<file path="config.mk">
export PLATFORM = sky130hd
export DESIGN_NAME = float_to_half_outward_snap
export DESIGN_NICKNAME = d
export VERILOG_FILES = /design/src/fhos_pkg.sv /design/src/float_to_half_outward_snap.sv
export SDC_FILE = /design/constraint.sdc
export NUM_CORES = 1
export LEC_CHECK = 0
export ABC_AREA = 1
export BUFFER_PORTS_ARGS = -buffer_cell sky130_fd_sc_hd__buf_2
export CAP_MARGIN = 20
export CORE_MARGIN = 2
export CORE_UTILIZATION = 38
export DETAILED_ROUTE_END_ITERATION = 12
export GPL_TIMING_DRIVEN = 1
export PLACE_DENSITY = 0.62
export SLEW_MARGIN = 20
export SYNTH_ARGS = -nofsm -noshare
export SYNTH_HDL_FRONTEND = slang
export SYNTH_SLANG_ARGS = --single-unit
export TNS_END_PERCENT = 100
</file>
<file path="constraint.sdc">
create_clock -name clk -period 7.1 [get_ports clk]
set_input_delay 0 -clock clk [delete_from_list [all_inputs] [get_ports clk]]
set_output_delay 0 -clock clk [all_outputs]
set_load 0.02 [all_outputs]
</file>
<file path="src/fhos_pkg.sv">
// shared constants and conversion functions for the outward snap block
package fhos_pkg;

    localparam logic [15:0] HALF_QNAN = 16'h7E00;
    localparam logic [15:0] HALF_INF  = 16'h7C00;
    localparam logic [15:0] HALF_SIGN = 16'h8000;
    localparam logic [12:0] RND_HALF  = 13'h1000;
    localparam logic [7:0]  EXP_ALL1  = 8'hFF;

    // binary32 to binary16, round to nearest even
    function automatic logic [15:0] half_nearest(input logic [31:0] x);
        logic [15:0] sign;
        logic [7:0]  biased;
        logic [23:0] mant;
        logic [8:0]  e;
        logic [4:0]  sh;
        logic [23:0] q;
        logic [23:0] rem;
        logic [23:0] hlf;
        logic [15:0] hb;
        logic [12:0] r13;
        logic [15:0] res;
        sign   = {x[31], 15'd0};
        biased = x[30:23];
        mant   = {1'b1, x[22:0]};
        e      = {1'b0, biased} - 9'd112;
        sh     = 5'd0;
        q      = 24'd0;
        rem    = 24'd0;
        hlf    = 24'd0;
        hb     = 16'd0;
        r13    = x[12:0];
        if (biased == EXP_ALL1)
        begin
            res = sign | ((x[22:0] != 23'd0) ? HALF_QNAN : HALF_INF);
        end
        else if (biased >= 8'd143)
        begin
            res = sign | HALF_INF;
        end
        else if (biased <= 8'd112)
        begin
            if (biased < 8'd102)
            begin
                res = sign;
            end
            else
            begin
                sh  = 5'(8'd126 - biased);
                q   = mant >> sh;
                rem = mant & ((24'd1 << sh) - 24'd1);
                hlf = 24'd1 << (sh - 5'd1);
                if (rem > hlf || (rem == hlf && q[0]))
                begin
                    q = q + 24'd1;
                end
                res = sign | q[15:0];
            end
        end
        else
        begin
            hb = {1'b0, e[4:0], x[22:13]};
            if (r13 > RND_HALF || (r13 == RND_HALF && hb[0]))
            begin
                hb = hb + 16'd1;
            end
            res = hb | sign;
        end
        return res;
    endfunction

    // exact binary16 to binary32
    function automatic logic [31:0] half_to_single(input logic [15:0] h);
        logic [4:0]  e;
        logic [9:0]  m;
        logic [7:0]  ee;
        logic [3:0]  lz;
        logic [31:0] res;
        e  = h[14:10];
        m  = h[9:0];
        lz = 4'd0;
        ee = 8'd0;
        if (e == 5'd0)
        begin
            if (m == 10'd0)
            begin
                res = {h[15], 31'd0};
            end
            else
            begin
                for (int i = 0; i < 10; i++)
                begin
                    if (m[i])
                    begin
                        lz = 4'(9 - i);
                    end
                end
                m   = m << (lz + 4'd1);
                ee  = 8'd112 - {4'd0, lz};
                res = {h[15], ee, m, 13'd0};
            end
        end
        else if (e == 5'h1F)
        begin
            res = {h[15], EXP_ALL1, m, 13'd0};
        end
        else
        begin
            res = {h[15], 8'({3'd0, e} + 8'd112), m, 13'd0};
        end
        return res;
    endfunction

    function automatic logic [15:0] half_key(input logic [15:0] h);
        return h[15] ? ~h : (h | HALF_SIGN);
    endfunction

    function automatic logic [15:0] half_unkey(input logic [15:0] k);
        return k[15] ? {1'b0, k[14:0]} : ~k;
    endfunction

endpackage

</file>
<file path="src/float_to_half_outward_snap.sv">
// outward snap of a binary32 value onto the binary16 grid, four stage pipeline
//
//  channel | ports                        | handshake
//  --------+------------------------------+------------------------------
//  in      | value_bits, up_dir           | start & !busy
//  out     | half_code, snapped_bits      | done, one cycle, no backpressure
//
// one beat per cycle; busy is tied low
// stage 1 rounds to nearest half, stage 2 decodes it back, stage 3 compares
// and steps, stage 4 decodes the final half
// rst_n clears only the valid bits
module float_to_half_outward_snap
    import fhos_pkg::*;
(
    input  logic        clk,
    input  logic        rst_n,
    input  logic        start,
    output logic        busy,
    input  logic [31:0] value_bits,
    input  logic        up_dir,
    output logic        done,
    output logic [15:0] half_code,
    output logic [31:0] snapped_bits
);

    logic [3:0]  vld_reg;
    logic [31:0] x1_reg, x2_reg, x3_reg;
    logic        up1_reg, up2_reg;
    logic [15:0] h1_reg, h2_reg, h3_reg, h_out_reg;
    logic [31:0] d2_reg, s_out_reg;
    logic        nf3_reg;
    logic [15:0] h3_next;

    assign busy = 1'b0;

    // compare as sign-magnitude ordering, both zeros equal
    function automatic logic order_lt(input logic [31:0] a, input logic [31:0] b);
        logic az, bz;
        az = a[30:0] == 31'd0;
        bz = b[30:0] == 31'd0;
        if (az && bz)
            return 1'b0;
        if (a[31] != b[31] || az || bz)
        begin
            return (az ? 1'b0 : a[31]) && !(bz ? 1'b0 : b[31]) ||
                   (az && !b[31]) == 1'b0 && (bz && a[31]) ||
                   (az && b[31] && 1'b0) || (!a[31] && !az && bz && 1'b0) ||
                   (az && b[31] == 1'b0 && 1'b0) ||
                   (!az && !bz && a[31] && !b[31]) ||
                   (az && !bz && !b[31]);
        end
        return a[31] ? (a[30:0] > b[30:0]) : (a[30:0] < b[30:0]);
    endfunction

    always_comb
    begin
        h3_next = h2_reg;
        if (up2_reg)
        begin
            if (order_lt(d2_reg, x2_reg) && !(h2_reg == HALF_INF))
                h3_next = half_unkey(half_key(h2_reg) + 16'd1);
        end
        else if (order_lt(x2_reg, d2_reg) && !(h2_reg == (HALF_SIGN | HALF_INF)))
        begin
            h3_next = half_unkey(half_key(h2_reg) - 16'd1);
        end
    end

    always_ff @(posedge clk or negedge rst_n)
    begin
        if (!rst_n)
        begin
            vld_reg <= 4'd0;
        end
        else
        begin
            vld_reg <= {vld_reg[2:0], start};
        end
    end

    always_ff @(posedge clk)
    begin
        x1_reg    <= value_bits;
        up1_reg   <= up_dir;
        h1_reg    <= half_nearest(value_bits);
        x2_reg    <= x1_reg;
        up2_reg   <= up1_reg;
        h2_reg    <= h1_reg;
        d2_reg    <= half_to_single(h1_reg);
        x3_reg    <= x2_reg;
        nf3_reg   <= x2_reg[30:23] == EXP_ALL1;
        h3_reg    <= (x2_reg[30:23] == EXP_ALL1) ? h2_reg : h3_next;
        h_out_reg <= h3_reg;
        s_out_reg <= nf3_reg ? x3_reg : half_to_single(h3_reg);
    end

    assign done         = vld_reg[3];
    assign half_code    = h_out_reg;
    assign snapped_bits = s_out_reg;

`ifndef SYNTHESIS
    a_lat: assert property (@(posedge clk) disable iff (!rst_n)
        start |-> ##4 done) else $error("beat lost");
    a_nodone: assert property (@(posedge clk) disable iff (!rst_n)
        !start |-> ##4 !done) else $error("beat invented");
    a_busy: assert property (@(posedge clk) busy == 1'b0) else $error("busy raised");
`endif

endmodule

</file>
# After elaboration in Yosys (flattened, before gate mapping)
# Index checks and enable logic that the tools add are counted.
dict set report op_classes {
  addsub 14
  n_lt_le_gt_ge 9
  n_eq_ne 10
  shifts 5
  mux 74
  bitwise_logic 9
  reduce_logical 49
}
# cell count
set op_table {}
lappend op_table {{$mux 16} 20}
lappend op_table {{$mux 31} 6}
lappend op_table {{$mux 4} 24}
lappend op_table {{$gt 31x31->1} 2}
lappend op_table {{$logic_not 31->1} 2}
lappend op_table {{$lt 31x31->1} 2}
lappend op_table {{$not 16->16} 3}
lappend op_table {{$shl 1x5->24 const A} 2}
lappend op_table {{$add 16x1->16 const B} 2}
lappend op_table {{$mux 32} 1}
lappend op_table {{$or 16x16->16} 2}
lappend op_table {{$and 24x24->24} 1}
lappend op_table {{$eq 24x24->1} 1}
lappend op_table {{$gt 24x24->1} 1}
lappend op_table {{$shr 24x5->16} 1}
lappend op_table {{$sub 24x1->24 const B} 1}
lappend op_table {{$reduce_bool 23->1} 1}
lappend op_table {{$logic_and 1x1->1} 22}
lappend op_table {{$mux 1} 22}
lappend op_table {{$logic_not 10->1} 2}
lappend op_table {{$shl 10x4->10} 2}
lappend op_table {{$add 15x1->16 const B} 1}
lappend op_table {{$add 5x7->8 const B} 2}
lappend op_table {{$eq 16x15->1 const B} 1}
lappend op_table {{other kinds (21)} 46}
dict set report totals {
  reg_bits 231
  input_bits 36
  out_inout_bits 50
  wordCells 183
}

# Depth between registers and ports, before layout
# Gate-level depths: netlist (run 1).
dict set report logic_depth {
  depth_word 17
  depth_mapped 34
  ltp_nobuf 33
}

# Worst setup path after synthesis (run 1)
# No wires, ideal clock.
dict set report synth_timing {
  path_type {input port to flip-flop}
  from {input port value_bits[23]}
  to {register h1_reg[14]}
  setup_time_ns 0.123
  arrival_ns 3.328
  required_time_ns 6.977
  setup_slack_ns 3.649
  stages 24
  path_buffers 4
  cell_sequence {buf_4 -> inv_4 -> buf_2 -> ha_1 -> clkbuf_1 -> nand3_1 -> o21a_1 -> inv_1 -> clkbuf_1 -> nand4_1 -> ha_1 -> nand2_1 -> nor2_1 -> nand2_1 -> nor2_1 -> nand2_1 -> nand4_1 -> nand2_1 -> nor2_1 -> nand2_1 -> nor2_2 -> nand3_1 -> nand3_1 -> nand3_1}
}
dict set report synth_via {
  elab_chain_len 17
  word_cells_on_any_way 33
  classes_between {6 x add/sub; 4 x order compare; 2 x eq/ne; 3 x shift; 13 x mux; 3 x bitwise; 2 x reduce/logical}
}
# item line_no
set synth_lines {}
lappend synth_lines {{from (decl)} float_to_half_outward_snap.sv:19} ;# input logic [31:0] value_bits,
lappend synth_lines {{branches (longest 16 deep; another with $sub 24x1->24)} n/a}
lappend synth_lines {{$mux 16 *} fhos_pkg.sv:33} ;# if (biased == EXP_ALL1)
lappend synth_lines {{to (signal assigned)} float_to_half_outward_snap.sv:85} ;# h1_reg <= half_nearest(value_bits);
lappend synth_lines {{to (decl)} float_to_half_outward_snap.sv:29} ;# logic [15:0] h1_reg, h2_reg, h3_reg, h_out_reg;
# Mark *: on every way between the ends. The select of a mux whose other input is x is not followed.

# Final worst setup path (run 1)
# Ends and elaborated chain as after synthesis.

==> flow_summary.yaml, run 1 <==
die:
  die_y_um: 187
  core_um2: 32700
  dieArea_um2: 34900
  initial_core_util_pct: 38.8
  num_rows: 66
  die_x_um: 187
  ioPinCount: 86
routing:
  drt-initial-drc-count: 1057
  vias: 12600
  drc_errors: 0
  viasPerCell: 5.17
  first_pass_iters: 6
  wl_per_cell_um: 15.6
  drtAntennaViolNets: 0
  routed_wl_um: 38200
yosys:
  yosysTopAreaCellShare_pct: 33.4
  ys_ff_latch: 216
  synth_top_family_by_area: "simple AND/OR/NAND/NOR gates"
  synth_fa_ha_area_share_pct: 5.91
  synth-edff-count: 0
  yosysMostFrequentCell: "nand2_1"
  syn_nets: 1982
  synth_top_cells_by_area: "dfxtp_1 (33%), nand2_1 (17%), nand3_1 (9.4%)"
  yosys.area.top_type: "dfxtp_1"
  synth_commonest_cells: "nand2_1 (561), nand3_1 (238), dfxtp_1 (212)"
  ys_warn_count: 0
  yosys_most_used_dff: "dfxtp_1"
  synth-simple-area-share_pct: 37.5
  seq_area_frac_synth_pct: 34.2
  syn_inst: 1886
  syn_area_per_cell_um2: 6.73
  synthMuxAreaShare_pct: 0
  synth_compound_area_share_pct: 9.37
  synthXorXnorAreaFrac_pct: 4.06
  syn-cell-area_um2: 12700
  ys_async_sr_fraction_pct: 1.85
  ys_types: 58
min_path:
  min_path_type: "in2reg"
clock_tree:
  cts.sinks: 216
  worstSkewPairLatency_ns: 0.50
  cts.path.max_buffers: 3
  htreeDepth: 1
  path_clk_slew_ns: 0.06
  cts-root-buf: "clkbuf_16"
  cts_buffers: 23
  tritoncts: "built"
status:
  status: "finished clean"
grt:
  grt_overflow: 0
  grt_pass1_vias: 11600
  grt_pass1_wl_um: 61300
  grt_use_total_pct: 21.4
  grt_max_degree: 36
  antenna_found_initial: 0
layout:
  antennaDiodeCount: 0
  drive_gt1_share_pct: 10.5
  final_area_um2: 14500
  nets: 2083
  syn_to_final_growth_pct: 14.3
worst_setup_path:
  crit_family: "simple AND/OR/NAND/NOR gates"
  crit_path_frequent_cell: "nand2_1"
  worst_setup_path_start_kind: "input port"
  required_ns: 7.47
  cp_max_fo: 34
  worstSetupPathType: "in2reg"
  path_buf_inv: 3
  worstSetupEndpointType: "flip-flop"
  cpMaxStageDelayCell: "nor2_4"
  arrival_ns: 5.18
  slowest_delay_ns: 0.62
job:
  maxCapViolCount: 0
timing:
  rsz0062_at_grt: "false"
  min_period_over_period_pct: 67.8
  hold_violations: 0
  slew_viol_final: 0
  setup_viol: 0
  fmax_mhz: 208
  finalSetupTns_ns: 0
  skew_ns: 0.0120
  period_needed_ns: 4.81
  final.setup.worst_slack_ns: 2.29
  relSlewSlack_pct: 27.6
  tightest_slew_ns: 1.09
place:
  preCtsSetupSlack_ns: 2.27
  dpl-instance-area_um2: 13400
  place.detailed.hpwl_um: 29700
  port_buffers: 84
  gp_congestion: 0.997
power:
  ir_worst_vdd_mv: 0.178
  p_leak_nw: 7.11
  powerDensity_nw_per_um2: 248
  p_total_w: 0.00360
[cells in the final DEF (no fill, tap or decap), types with 6 or more instances in the layout]
cell type / instances
nand2_2: 17
dfxtp_1: 211
nand2_1: 561
nor3_1: 18
buf_2: 84
inv_1: 203
o21ai_0: 71
a31oi_1: 8
a21oi_1: 75
nand3_1: 238
clkbuf_1: 6
o211ai_1: 17
nor2_1: 158
nor2_2: 14
xnor2_1: 10
dlygate4sd3_1: 36
clkbuf_16: 23
xor2_1: 21
nand4_1: 31
inv_2: 14
ha_1: 60
o21ai_1: 16
nor4_1: 8
[cells by family (layout without fill, tap and decap cells)]
group	Yosys count	count (layout)
AOI/OAI and AO/OA	213	213
xor gates and xnor gates	43	43
buffers and inverters	274	389
DFF	216	216
adders and majority gates	60	60
other	1	1
and+or+nand+nor	1079	1079
[metal layers]
layer  track usage [%]  up-vias  wire (um)
met5                 0        -          0
met2              35.0      510      17000
met4              6.41        0       1070
met1              29.7     5733      17200
li1                  -     6314          -
met3              2.44       75       2920
[cell type report]
type	count	area (um2)
tap	442	553
clock buffer	30	612
multi-input combinational	1396	7230
sequential	216	4350
clock inverter	9	111
inverter	225	855
timing repair buffer	125	818
fill	3437	18200
[where the power goes]
part | internal [W] | switching, W | leakage [nW] | total (W)
Clock | 0.000682 | 0.000458 | 0.348 | 0.00114
Combinational | 0.000342 | 0.000700 | 4.93 | 0.00104
Sequential | 0.00133 | 0.0000884 | 1.82 | 0.00142
Total | 0.00235 | 0.00125 | 7.11 | 0.00360
[through the flow]
step                      hold WS (ns)  std cells  utilization, %
after floorplan                 -0.296       1886               -
after global placement          -0.194       2367            41.0
after detailed placement        -0.194       2367            41.0
after CTS                        0.119       2442            44.4
after global routing             0.135       2443            44.4
final                            0.138       2443            44.4
[what timing repair did]
action / CTS / global route
gates resized for setup: 0 / 0
hold buffers: 36 / 0
endpoints found under the hold margin: 42 / 0
setup endpoints to repair: 0 / 0
setup buffers: 0 / 0
[worst register-to-register path, delay by kind of cell (launching register included)]
family                     cells  cell delay [ns]
adders and majority gates      1             0.60
AOI/OAI and AO/OA              4             0.66
buffers and inverters          3             0.77
and+or+nand+nor                7             0.87
DFF                            1             0.49
[final timing paths]
check,startpoint,end,slack [ns],depth (start not counted)
max in group asynchronous,rst_n,vld_reg[1]$_DFF_PN0_,6.56,3
setup / recovery,value_bits[23],h1_reg[14]$_SDFF_PP1_,2.29,29
hold reg to reg,x1_reg[20]$_DFF_P_,x2_reg[20]$_DFF_P_,0.31,0
min in group asynchronous,rst_n,vld_reg[2]$_DFF_PN0_,0.38,3
hold / removal,up_dir,up1_reg$_DFF_P_,0.14,2
setup reg to reg,h1_reg[0]$_SDFF_PP0_,d2_reg[22]$_DFF_P_,3.59,15
Note: power is estimated with default switching activity, not from simulation.
==> run 2, diff against run 1 <==
- clock period: 7.1 -> 4.73 ns (I/O delays scaled with it)
==> run 2 against run 1 <==
Final cell count rose by 0.37%. Critical endpoint unchanged. Clock-buffer cell count rose by 2. Non-clock buffer count rose by 8. Register-to-register slack got worse by 2.1 ns. Cell area rose by 0.56%.
==> flow_summary.yaml, run 2 (same netlist as run 1, synthesis figures left out) <==
worst_setup_path:
  arrival_ns: 4.55
  required_ns: 5.11
  crit_path_frequent_cell: "nor2_1"
  worstSetupEndpointType: "flip-flop"
  slowest_delay_ns: 0.53
  worstSetupPathType: "in2reg"
  worst_setup_path_start_kind: "input port"
  cp_max_fo: 30
  cpMaxStageDelayCell: "dlygate4sd3_1"
place:
  gp_congestion: 0.941
  dpl-instance-area_um2: 13500
  port_buffers: 84
  place.detailed.hpwl_um: 31000
clock_tree:
  tritoncts: "built"
  cts_buffers: 22
  htreeDepth: 1
  cts-root-buf: "clkbuf_16"
  worstSkewPairLatency_ns: 0.50
  cts.sinks: 216
  path_clk_slew_ns: 0.06
  cts.path.max_buffers: 3
power:
  switching_share_pct: 34.5
  p_int_w: 0.00354
  seqPwrFrac_pct: 39.3
  power.clock.fraction_pct: 31.5
  powerDensity_nw_per_um2: 371
  switchingPower_w: 0.00187
  combPwrFrac_pct: 29.1
  p_leak_nw: 7.16
  ir_worst_vdd_mv: 0.241
layout:
  mostFrequentLayoutCells: "nand2_1 (561), nand3_1 (238), dfxtp_1 (211), inv_1 (203), nor2_1 (158)"
  drive_gt1_share_pct: 11.0
  final_area_um2: 14600
  fillers: 3400
  syn_to_final_growth_pct: 15.0
  seqCellArea_um2: 4350
  final_common_cell: "nand2_1"
  nets: 2090
  antennaDiodeCount: 0
  multi_input_area_um2: 7220
timing:
  min_period_over_period_pct: 88.3
  tightest_slew_ns: 0.755
  fmax_mhz: 239
  slew_viol_final: 0
  setup_viol: 0
  rsz0062_at_grt: "false"
  hold_violations: 0
  relSlewSlack_pct: 49.4
  finalSetupTns_ns: 0
  skew_ns: 0.00762
  period_needed_ns: 4.18
job:
  maxCapViolCount: 0
die:
  die_x_um: 187
  core_um2: 32700
  dieArea_um2: 34900
  die_y_um: 187
  ioPinCount: 86
  initial_core_util_pct: 38.8
  num_rows: 66
routing:
  first_pass_iters: 7
  drtAntennaViolNets: 0
  vias: 12500
  wl_per_cell_um: 16.1
  routed_wl_um: 39600
  drt-initial-drc-count: 981
  viasPerCell: 5.12
  drc_errors: 0
grt:
  grt_use_total_pct: 22.2
  antenna_found_initial: 0
  grt_max_degree: 36
  grt_overflow: 0
  grt_pass1_wl_um: 63000
  grt_pass1_vias: 11800
status:
  status: "finished clean"
min_path:
  min_path_type: "in2reg"
run 2: changes by cell type in the layout (fill, tap and decap cells not counted):
cell / before / now
buf_4: 4 / 12
clkbuf_1: 6 / 4
buf_12: 0 / 1
clkbuf_8: 1 / 5
buf_2: 84 / 83
inv_6: 3 / 1
xor2_1: 21 / 22
clkinv_2: 2 / 3
xor2_2: 2 / 1
bufinv_16: 2 / 1
clkinv_4: 0 / 1
run 2: cell type report:
cell class,instances,share of cell area [%]
multi-input cells,1396,49.4
flip-flops and latches,216,29.8
repair buffers,133,6.12
inverters,225,5.85
clock buffers,32,4.52
well taps,442,3.79
clock inverters,8,0.531
run 2: routing by layer:
layer  part of all wire [%]  wire length (um)  global-route usage [%]
met4                    3.1              1220                    7.75
met3                    6.6              2620                    2.75
met2                     47             18600                    37.7
met1                     43             17200                    29.1
met5                      0                 0                       0
run 2: power by group through the flow:
stage / Sequential [W] / Clock, W / Combinational (W)
floorplan: 0.00219 / 0 / 0.00105
global placement: 0.00217 / 0 / 0.00153
detailed placement: 0.00217 / 0 / 0.00153
CTS: 0.00213 / 0.00175 / 0.00156
global route: 0.00215 / 0.00182 / 0.00176
finish: 0.00213 / 0.00171 / 0.00158
run 2: worst paths after layout:
kind	startpoint	end	slack (ns)	cells after the start
setup / recovery	value_bits[23]	h1_reg[14]$_SDFF_PP1_	0.55	29
hold / removal	up_dir	up1_reg$_DFF_P_	0.14	2
setup reg to reg	h3_reg[0]$_DFF_P_	snapped_bits[21]$_DFF_P_	1.52	15
hold reg to reg	x1_reg[13]$_DFF_P_	x2_reg[13]$_DFF_P_	0.32	0
max in group asynchronous	rst_n	vld_reg[1]$_DFF_PN0_	4.15	3
min in group asynchronous	rst_n	vld_reg[0]$_DFF_PN0_	0.41	3
run 2: what timing repair did:
item	in CTS	in global routing
hold buffers	36	0
endpoints found under the setup margin	0	5
buffers inserted	0	0
resized for setup	0	1
endpoints found under the hold margin	40	0
run 2: stage by stage:
step	total power [W]	cells	worst slack, ns	hold WS [ns]	util (%)
floorplan	0.00325	1886	1.28	-0.296	-
global route	0.00573	2452	0.0674	0.142	44.7
detailed placement	0.00370	2376	0.650	-0.194	41.3
finish	0.00542	2452	0.553	0.142	44.7
CTS	0.00543	2452	0.611	0.135	44.6
global placement	0.00370	2376	0.697	-0.194	41.3
run 2: critical path, delay by kind of cell:
kind | cells | cell delay (ns)
buffers and inverters | 6 | 1.37
and+or+nand+nor | 19 | 2.25
AOI/OAI and AO/OA | 2 | 0.18
adders and majority gates | 2 | 0.73
==> run 3, diff against run 2 <==
- PLACE_DENSITY: 0.62 -> not set
- PLACE_DENSITY_LB_ADDON: not set -> 0.05
==> run 3 against run 2 <==
Clock power increased by 8%. Register-to-register slack worse by 0.23 ns. Global-route usage is 0.63 points higher. Total power rose by 2.3%. Worst hold slack worse by 0.026 ns. Wire length rose by 2.3%. Combinational power hardly changed.
==> flow_summary.yaml, run 3 (same netlist as run 1, synthesis figures left out) <==
status:
  status: "finished clean"
clock_tree:
  worstSkewPairLatency_ns: 0.53
  cts.path.max_buffers: 3
  htreeDepth: 1
  cts_buffers: 23
  tritoncts: "built"
  path_clk_slew_ns: 0.07
  cts_resized: 0
  cts_setup_buffers: 0
  cts.sinks: 216
  ctsHoldBuffers: 36
  cts-root-buf: "clkbuf_16"
min_path:
  hold-path-cell-count: 2
  min_path_type: "in2reg"
layout:
  nets: 2090
  antennaDiodeCount: 0
  finish.utilization_pct: 44.8
  stdcell_count: 2453
  mostFrequentLayoutCells: "nand2_1 (561), nand3_1 (238), dfxtp_1 (211), inv_1 (203), nor2_1 (158)"
  final_common_cell: "nand2_1"
  syn_to_final_growth_pct: 15.4
  drive_gt1_share_pct: 11.1
power:
  switchingPower_w: 0.00193
  powerDensity_nw_per_um2: 378
  switching_share_pct: 34.8
  combPwrFrac_pct: 28.1
  power.clock.fraction_pct: 33.3
  seqPwrFrac_pct: 38.5
  p_int_w: 0.00361
  p_leak_nw: 7.19
  ir_worst_vdd_mv: 0.256
routing:
  vias: 12500
  drc_errors: 0
  drt-initial-drc-count: 912
  drtAntennaViolNets: 0
  routed_wl_um: 40500
  wl_per_cell_um: 16.5
  first_pass_iters: 5
  viasPerCell: 5.10
place:
  port_buffers: 84
  place.detailed.hpwl_um: 31900
  place_inst: 2375
  preCtsSetupSlack_ns: 0.563
  gp_congestion: 0.967
timing:
  min_period_over_period_pct: 88.9
  hold_violations: 0
  final.setup.worst_slack_ns: 0.523
  period_needed_ns: 4.21
  tightest_slew_ns: 0.830
  fmax_mhz: 238
  slew_viol_final: 0
  skew_ns: 0.0123
  rsz0062_at_grt: "false"
  whs_ns: 0.116
  relSlewSlack_pct: 44.7
  setup_viol: 0
  finalSetupTns_ns: 0
worst_setup_path:
  r2r_slack_ns: 1.29
  required_ns: 5.18
  cp_max_fo: 9
  cpMaxStageDelayCell: "dlygate4sd3_1"
  arrival_ns: 4.66
  ff2ff_path_depth: 15
  crit_path_frequent_cell: "nand2_1"
  worstSetupEndpointType: "flip-flop"
  worst_setup_path_start_kind: "input port"
  worstSetupPathType: "in2reg"
  slowest_delay_ns: 0.51
die:
  die_y_um: 187
  num_rows: 66
  dieArea_um2: 34900
  core_um2: 32700
  ioPinCount: 86
  initial_core_util_pct: 38.8
  die_x_um: 187
grt:
  grt_use_met3_pct: 2.28
  busiest_layer: "met2"
  grt_pass1_wl_um: 64000
  antenna_found_initial: 0
  grt_overflow: 0
  grt_max_degree: 36
  grt_use_total_pct: 22.9
  use_met2_pct: 41.0
  grt_pass1_vias: 11700
  use_met1_pct: 28.9
job:
  maxCapViolCount: 0
[run 3: cell types whose count changed in the layout (fill, tap and decap cells not counted), sizes merged]
cell and delta:
bufinv +1, clkbuf -2, clkinv +1, clkinvlp -2, inv +3
[run 3: path summary, 6_finish.rpt]
| check | end | from |
|---|---|---|
| min in group asynchronous | vld_reg[0]$_DFF_PN0_ | rst_n |
| hold reg to reg | x2_reg[16]$_DFF_P_ | x1_reg[16]$_DFF_P_ |
| max in group asynchronous | vld_reg[2]$_DFF_PN0_ | rst_n |
| setup reg to reg | d2_reg[22]$_DFF_P_ | h1_reg[0]$_SDFF_PP0_ |
| setup / recovery | h1_reg[8]$_SDFF_PP0_ | value_bits[24] |
| hold / removal | up1_reg$_DFF_P_ | up_dir |
[run 3: area by class of cell]
type	count	area, um2
fillers	3487	18100
multi-input cells	1396	7230
flip-flops and latches	216	4350
repair buffers	132	871
inverters	225	855
clock buffers	31	656
well taps	442	553
clock inverters	11	139
[run 3: power by group through the flow]
stage	clock, W	combinational [W]	sequential [W]
floorplan	0	0.00105	0.00219
global placement	0	0.00153	0.00218
detailed placement	0	0.00152	0.00218
CTS	0.00189	0.00155	0.00214
global route	0.00197	0.00175	0.00215
finish	0.00185	0.00156	0.00214
[run 3: per-stage QoR]
stage	power [W]	cell area [um2]
floorplan	0.00325	12700
global placement	0.00371	13500
detailed placement	0.00370	13500
CTS	0.00558	14600
global route	0.00588	14600
finish	0.00554	14600
[run 3: critical path, delay by kind of cell]
family          cells  cell delay [ns]
buf+inv             5             1.13
xor+xnor            1             0.14
fa+ha+maj           3             0.75
compound gates      1             0.21
simple gates       20             2.42
[run 3: per-layer routing]
| layer | share of wire (%) | vias up | wire length, um |
|---|---|---|---|
| li1 | - | 6323 | - |
| met1 | 43 | 5760 | 17500 |
| met2 | 49 | 365 | 20000 |
| met3 | 4.7 | 69 | 1900 |
| met4 | 2.7 | 0 | 1110 |
| met5 | 0 | - | 0 |
